## config.mk

```make
export PLATFORM = sky130hd
export DESIGN_NAME = sppf_ram
export DESIGN_NICKNAME = d
export VERILOG_FILES = /design/src/sv/sppf_ram.sv
export SDC_FILE = /design/constraint.sdc
export NUM_CORES = 1
export LEC_CHECK = 0
export BUFFER_PORTS_ARGS = -buffer_cell sky130_fd_sc_hd__buf_2
export CAP_MARGIN = 40
export CORE_ASPECT_RATIO = 0.75
export CORE_UTILIZATION = 35
export DETAILED_ROUTE_END_ITERATION = 12
export GPL_TIMING_DRIVEN = 1
export PLACE_DENSITY = 0.56
export SYNTH_ARGS = -nofsm -noshare
export SYNTH_HDL_FRONTEND = slang
export SYNTH_SLANG_ARGS = --single-unit
export TNS_END_PERCENT = 100
```

## constraint.sdc

```tcl
create_clock -name i_clk -period 4.4 [get_ports i_clk]
set_input_delay 0.88 -clock i_clk [delete_from_list [all_inputs] [get_ports i_clk]]
set_output_delay 0.88 -clock i_clk [all_outputs]
set_load 0.1 [all_outputs]
```

## src/sv/sppf_ram.sv

```systemverilog
module sppf_ram #(
    parameter int WIDTH = 8,
    parameter int DEPTH = 16
) (
    input  logic                                          i_clk,
    input  logic                                          i_we,
    input  logic [((DEPTH > 1) ? $clog2(DEPTH) : 1)-1:0]  i_waddr,
    input  logic [WIDTH-1:0]                              i_wdata,
    input  logic                                          i_re,
    input  logic [((DEPTH > 1) ? $clog2(DEPTH) : 1)-1:0]  i_raddr,
    output logic [WIDTH-1:0]                              o_rdata
);

    logic [WIDTH-1:0] r_mem [DEPTH];
    logic [WIDTH-1:0] r_rdata;

    always_ff @(posedge i_clk) begin
        if (i_we) begin
            r_mem[i_waddr] <= i_wdata;
        end
        if (i_re) begin
            r_rdata <= r_mem[i_raddr];
        end
    end

    assign o_rdata = r_rdata;

endmodule

```

# Word-level counts from Yosys, hierarchy flattened
# Memories as Yosys holds them, arrays and structs flattened. A register that Yosys moved wholly into a read port is not among the register bits.
# Index checks and enable logic that the tools add are counted.
[totals]
regBits = 0
ramBits = 128
out_inout_bits = 8
memories = 1
[mem_list]
columns = ["name", "depth", "word_bits", "rd", "rd_clocked_by_memory_dff", "wr", "line_no", "rtl"]
rows = [
  ["r_mem", 16, 8, 1, 1, 1, "14", "logic [WIDTH-1:0] r_mem [DEPTH];"],
]
[op_classes]
mux = 2
[op_table]
columns = ["cell", "n"]
rows = [
  ["1-bit 2-to-1 mux", 2],
]

# Longest topological paths before layout
# Gate-level depths: netlist (run 1).
[depth]
depth_word = 2
depth_mapped = 5
depth_no_buf = 3

# Worst setup path before layout (run 1)
# No wires, ideal clock.
[synth_path]
kind = "input to register"
startpoint = "input i_waddr[2] (netlist name)"
endpoint = "memory r_mem[0][0] (enable)"
arrival_time_ns = 1.990
t_required_ns = 4.017
slack_ns = 2.027
path_stages = 2
path_buffers = 0
cell_sequence = "or3b_2 > nor3_1"
[synth_lines]
columns = ["element", "line_no", "rtl"]
rows = [
  ["from (decl)", "7", "input logic [((DEPTH > 1) ? $clog2(DEPTH) : 1)-1:0] i_waddr,"],
  ["to (decl)", "14", ""],
]
# Straight into the memory's write port.

==> results of run 1 <==
==> flip-flops by register name (all words and copies together) (netlist names) <==
name	count
o_rdata	8
r_mem	128
==> path summary, 6_finish.rpt <==
check / from / to / slack, ns
setup / recovery: i_raddr[0] / o_rdata[1] / 1.86
hold / removal: r_mem[8][3] / o_rdata[3] / 0.75
setup reg to reg: r_mem[10][7] / o_rdata[7] / 2.85
hold reg to reg: r_mem[8][3] / o_rdata[3] / 0.75
==> kinds of logic (layout without fill, tap and decap cells) <==
group                  after synthesis  count (layout)
AO/OA/AOI/OAI                       16              16
buffers and inverters               10              71
flip-flops                         136             136
multiplexers                        32              32
AND/OR/NAND/NOR                     35              35
==> metrics by stage <==
stage	hold slack (ns)	setup WS (ns)	utilization, %	area, um^2	instances
finish	0.754	1.86	43.3	6280	490
floorplan	0.705	2.03	-	5230	229
CTS	0.758	1.81	43.2	6270	489
global route	0.781	1.72	43.3	6280	490
global placement	0.737	1.40	38.3	5560	450
detailed placement	0.740	1.38	38.7	5610	457
==> synthesized netlist by cell type <==
library cell and instances:
or3b_2 1, buf_6 3, buf_4 1, a22oi_1 16, clkdlybuf4s25_2 3, and2b_1 1, nor3_1 4, mux4_2 18
nand3b_1 2, mux4_1 14, nor2b_1 1, buf_2 3, nand3_1 1, nor2_1 13, nand2b_1 2, and2_1 1
edfxtp_1 136, nand2_1 9
==> routing by layer <==
layer / up-vias / global-route usage, % / part of all wire [%]
met4: 0 / 4.84 / 0.93
li1: 1082 / - / -
met3: 12 / 4.67 / 3.9
met1: 1275 / 19.7 / 49
met2: 47 / 22.3 / 46
met5: - / 0 / 0
==> layout make-up <==
| cell class | count | area (um^2) |
|---|---|---|
| timing repair buffer | 39 | 228 |
| clock buffer | 17 | 425 |
| fill | 1231 | 8230 |
| tap | 200 | 250 |
| clock inverter | 15 | 231 |
| multi-input combinational | 83 | 1060 |
| sequential | 136 | 4080 |
==> power by group through the flow <==
stage | clock [mW] | sequential (mW) | combinational [mW]
6_report | 1.58 | 1.47 | 0.174
5_1_grt | 1.65 | 1.47 | 0.185
4_1_cts | 1.60 | 1.47 | 0.176
3_5_place_dp | 0 | 1.49 | 0.176
3_3_place_gp | 0 | 1.49 | 0.172
2_1_floorplan | 0 | 1.54 | 0.0737
==> worst max-delay path: cells and delay by family <==
kind	cells	cell delay [ns]
muxes	1	0.58
AOI/OAI and AO/OA	1	0.25
and+or+nand+nor	1	0.08
buffers and inverters	2	0.89
==> cells in the final DEF, fill, tap and decap left out, drive strengths merged <==
master	instances
nor2	13
nor3	4
and2	1
nand2	9
nand3b	2
nor2b	1
nand2b	2
or3b	1
and2b	1
clkbuf	17
nand3	1
a22oi	16
mux4	32
clkinv	7
buf	39
edfxtp	136
clkinvlp	2
bufinv	6
==> run metrics, run 1 <==
total die area=15,400 um^2; DRC viols=0; Num CTS Buffers=17; register area share after synthesis=78.1%; gr ovfl total=0; Worst VDD drop=0.000191 V; largest net degree at the start of global routing=33; clock power share=49.0%; via/cell ratio=4.93; Vert. Die Dim=108 um; Core ar.=14,500 um^2; DP HPWL=6720 um; Sequential Power Share=45.6%; area grow syn2layout=20.1%; largest family of logic cells by synthesized area=multiplexers; Max Clock Skew=0.00615 ns; Startpoint Class=input port; Seq cells post-synth=136; worst hold stages=3; fin crit share=57.7%; Final setup violation count=0; CP endpoint kind=flop; antenna violations before repair=0; Tightest Hold Check Type=reg -> reg; Rows=38; Syn Nets=248; clock transition at the registers of the reported paths=0.06 ns; Final Max Tran Viols=0; n_diodes=0; Simple-Gate Fraction of Synth Area=3.14%; worst relative slew slack=42.4%; initial core utilization=36.0%; IO Count=27; share of the synthesized area in the top cell type=78.1%; Final Total Pwr=3.22 mW; Final Hold Viols=0; ratio of cells with drive above 1 in the final layout=30.3%; DRT iter0 DRCs=124; setup bufs post-CTS=0; outcome=finished clean; Setup CP Type=in -> reg; Critical Path AT=2.70 ns; max incr delay on CP=0.58 ns; Final min period=2.54 ns; CP required=4.56 ns; Comb pwr share=5.4%; post-synth top area cell=edfxtp_1; Leak Pwr=2.10 nW; setup TNS=0 ns; Routed WL per cell=20.9 um; Port Buffers=26; first-pass GRT wire length=15,400 um; # resized after CTS=0; CP max FO=19; Root Buffer=clkbuf_16; final WL=10,200 um; clk_lat worst skew=0.41 ns; synthesized instance count=229; count of different cell masters after synthesis=18; highest clock rate=394 MHz; post-route ant nets=0; vias in the first global route=2,551; FF-to-FF path depth=3; slowest stage cell, crit path=mux4_1; Power Density=513 nW/um^2; Clock Path Buffers=2; Tot GR Track Use=14.6%; Max Cap Viol=0; XOR/XNOR share of the synthesized area=0%; Post-Syn Area=5230 um^2; Die Wd=143 um; CTS H-tree lvls=4; internal power=2.57 mW; unrepaired setup endpoints after global routing=false; Psw=0.650 mW; CTS Sinks=136; total number of vias=2,416; synth top area cells=edfxtp_1 78%, mux4_2 7.8%, mux4_1 7.0%; Synth Warn #=0; worst-margin pin slew=0.860 ns; Compound-Gate Fraction of Synth Area=2.30%; CTS tree=built; Synth Area in Adders=0%; Cell Chain, Critical Path=buf_2, buf_4, mux4_1, a22oi_1, nand2_1; CTS Hold Bufs=0; drt first pass iters=4; multiplexer share of the synthesized area=14.8%; placer congestion estimate=0.707; Final #Nets=296; sw frac=20.2%; Mean Syn Cell Area=22.8 um^2
No activity file was read; power rests on OpenSTA's default activity.
==> run 2: changes to the inputs <==
- ABC_AREA: default -> 1
- clock period: 4.4 -> 2.4 ns (I/O delays scaled with it)
==> run 2 against run 1 <==
  * Total power up 75%
  * Critical path depth down 4
  * Clock power up 59%
  * Critical endpoint is now o_rdata[1]
  * Synthesized area up 12%
  * Die area up 12%
==> run metrics, run 2 <==
outcome=finished clean; CTS H-tree lvls=4; most frequent cells in the layout=173 x nand2_1, 136 x edfxtp_1, 100 x inv_1; CP endpoint kind=output port; crit path to=o_rdata[1]; setup TNS=0 ns; Synth Warn #=0; commonest non-fill, non-tap cell in the layout=nand2_1; fraction of registers with async set/reset=0%; synth top area cells=edfxtp_1 70%, nand2_1 11%, nand3_1 8.3%; Seq cells post-synth=136; post-route ant nets=0; total die area=17,200 um^2; placer congestion estimate=0.812; DP HPWL=8280 um; Rows=40; CP required=1.92 ns; largest net degree at the start of global routing=65; Leak Pwr=2.88 nW; number of enable flip-flop cells after synthesis=136; Mean Syn Cell Area=10.6 um^2; unrepaired setup endpoints after global routing=false; slowest stage cell, crit path=buf_2; Post-Syn Area=5850 um^2; Root Buffer=clkbuf_16; family with the most delay on the worst path=buffers and inverters; worst setup margin=0.649 ns; via/cell ratio=4.63; # resized after CTS=0; Tot GR Track Use=17.4%; max incr delay on CP=0.46 ns; first-pass GRT wire length=21,300 um; Vert. Die Dim=114 um; Final min period=1.75 ns; Worst R2R Start=r_mem[9][6]; R2R setup slack=1.21 ns; Syn Nets=570; Core ar.=16,200 um^2; Startpoint Class=flop; placed inst area=6200 um^2; gr ovfl total=0; Tightest Hold Check Type=in -> reg; vias in the first global route=3,545; Non-Filler Instances=807; Routed WL per cell=16.9 um; worst-margin pin slew=0.763 ns; ratio of cells with drive above 1 in the final layout=11.1%; fin crit share=72.9%; most frequent cells after synthesis=173 x nand2_1, 136 x edfxtp_1, 100 x inv_1; Die Wd=151 um; highest clock rate=571 MHz; IO Count=27; register area share after synthesis=69.8%; worst relative slew slack=49.0%; setup bufs post-CTS=0; max FFs per register=128; antenna violations before repair=0; clk_lat worst skew=0.41 ns; Max Clock Skew=0.00769 ns; CTS tree=built; share of the synthesized area in the top cell type=69.8%; post-route cell area=6760 um^2; DRT iter0 DRCs=458; Power Density=832 nW/um^2; Cell Chain, Critical Path=buf_2; final WL=13,600 um; pre-CTS setup slack=0.560 ns; Top reg by flops=r_mem; placed cells=776; Port Buffers=26; Levels on crit path=1; Critical Path AT=1.27 ns; drt first pass iters=5; most common cell in the netlist=nand2_1; area grow syn2layout=15.7%; synthesized instance count=551; Final #Nets=604; Sequential Area=4080 um^2; n_diodes=0; total number of vias=3,740; count of different cell masters after synthesis=11; FILL cells=1,524; area of the multi-input gates=1210 um^2; reg2reg end=o_rdata[6]; DRC viols=0; CP max FO=1; Final Hold Viols=0; clock transition at the registers of the reported paths=0.06 ns; initial core utilization=36.2%; FF-to-FF path depth=6; Clock Path Buffers=2; Final setup violation count=0; Num CTS Buffers=17; Final Max Tran Viols=0; CTS Sinks=136; CP bufs+invs=1; post-synth top area cell=edfxtp_1; Final Total Pwr=5.63 mW; Setup CP Type=reg -> out; Worst VDD drop=0.000548 V; Post-synth top flop=edfxtp_1; CP startpoint=o_rdata[1]; Max Cap Viol=0; CTS Hold Bufs=0
-- run 2: how the worst min path moves through the flow --
stage / cells past startpoint / slack [ns] / endpoint / from
after global placement: 6 / 0.72 / o_rdata[5] / r_mem[12][5]
after global routing: 1 / 0.46 / o_rdata[0] / i_re
after floorplan: 0 / 0.58 / r_mem[0][0] / i_wdata[0]
after detailed placement: 6 / 0.74 / o_rdata[4] / r_mem[15][4]
final: 1 / 0.47 / o_rdata[3] / i_re
after CTS: 1 / 0.46 / o_rdata[0] / i_re
-- run 2: power breakdown --
| part | switching (mW) | leakage (nW) | internal [mW] |
|---|---|---|---|
| Sequential | 0.0167 | 1.24 | 2.68 |
| Clock | 0.915 | 0.272 | 1.61 |
| Combinational | 0.316 | 1.37 | 0.0911 |
| Total | 1.25 | 2.88 | 4.38 |
-- run 2: metal layers --
layer | global-route usage [%] | part of all wire, %
met5 | 0 | 0
met4 | 4.67 | 0.73
met3 | 3.80 | 5.7
met2 | 23.6 | 41
met1 | 27.5 | 52
-- run 2: logic make-up after synthesis --
logic type	synth area share [%]
buf+inv	9.39
flops	69.8
simple gates	20.8
-- run 2: cell type report --
class                      instances  share of cell area, %
inverter                         102                   5.66
tap                              210                   3.88
sequential                       136                   60.4
clock buffer                      20                   6.46
timing repair buffer              39                   3.74
clock inverter                    11                   1.94
multi-input combinational        289                   17.9
-- run 2: metrics by stage --
step	hold slack (ns)	util [%]
global placement	0.718	38.3
finish	0.470	41.8
CTS	0.459	41.8
global route	0.460	41.8
detailed placement	0.739	38.3
floorplan	0.579	-
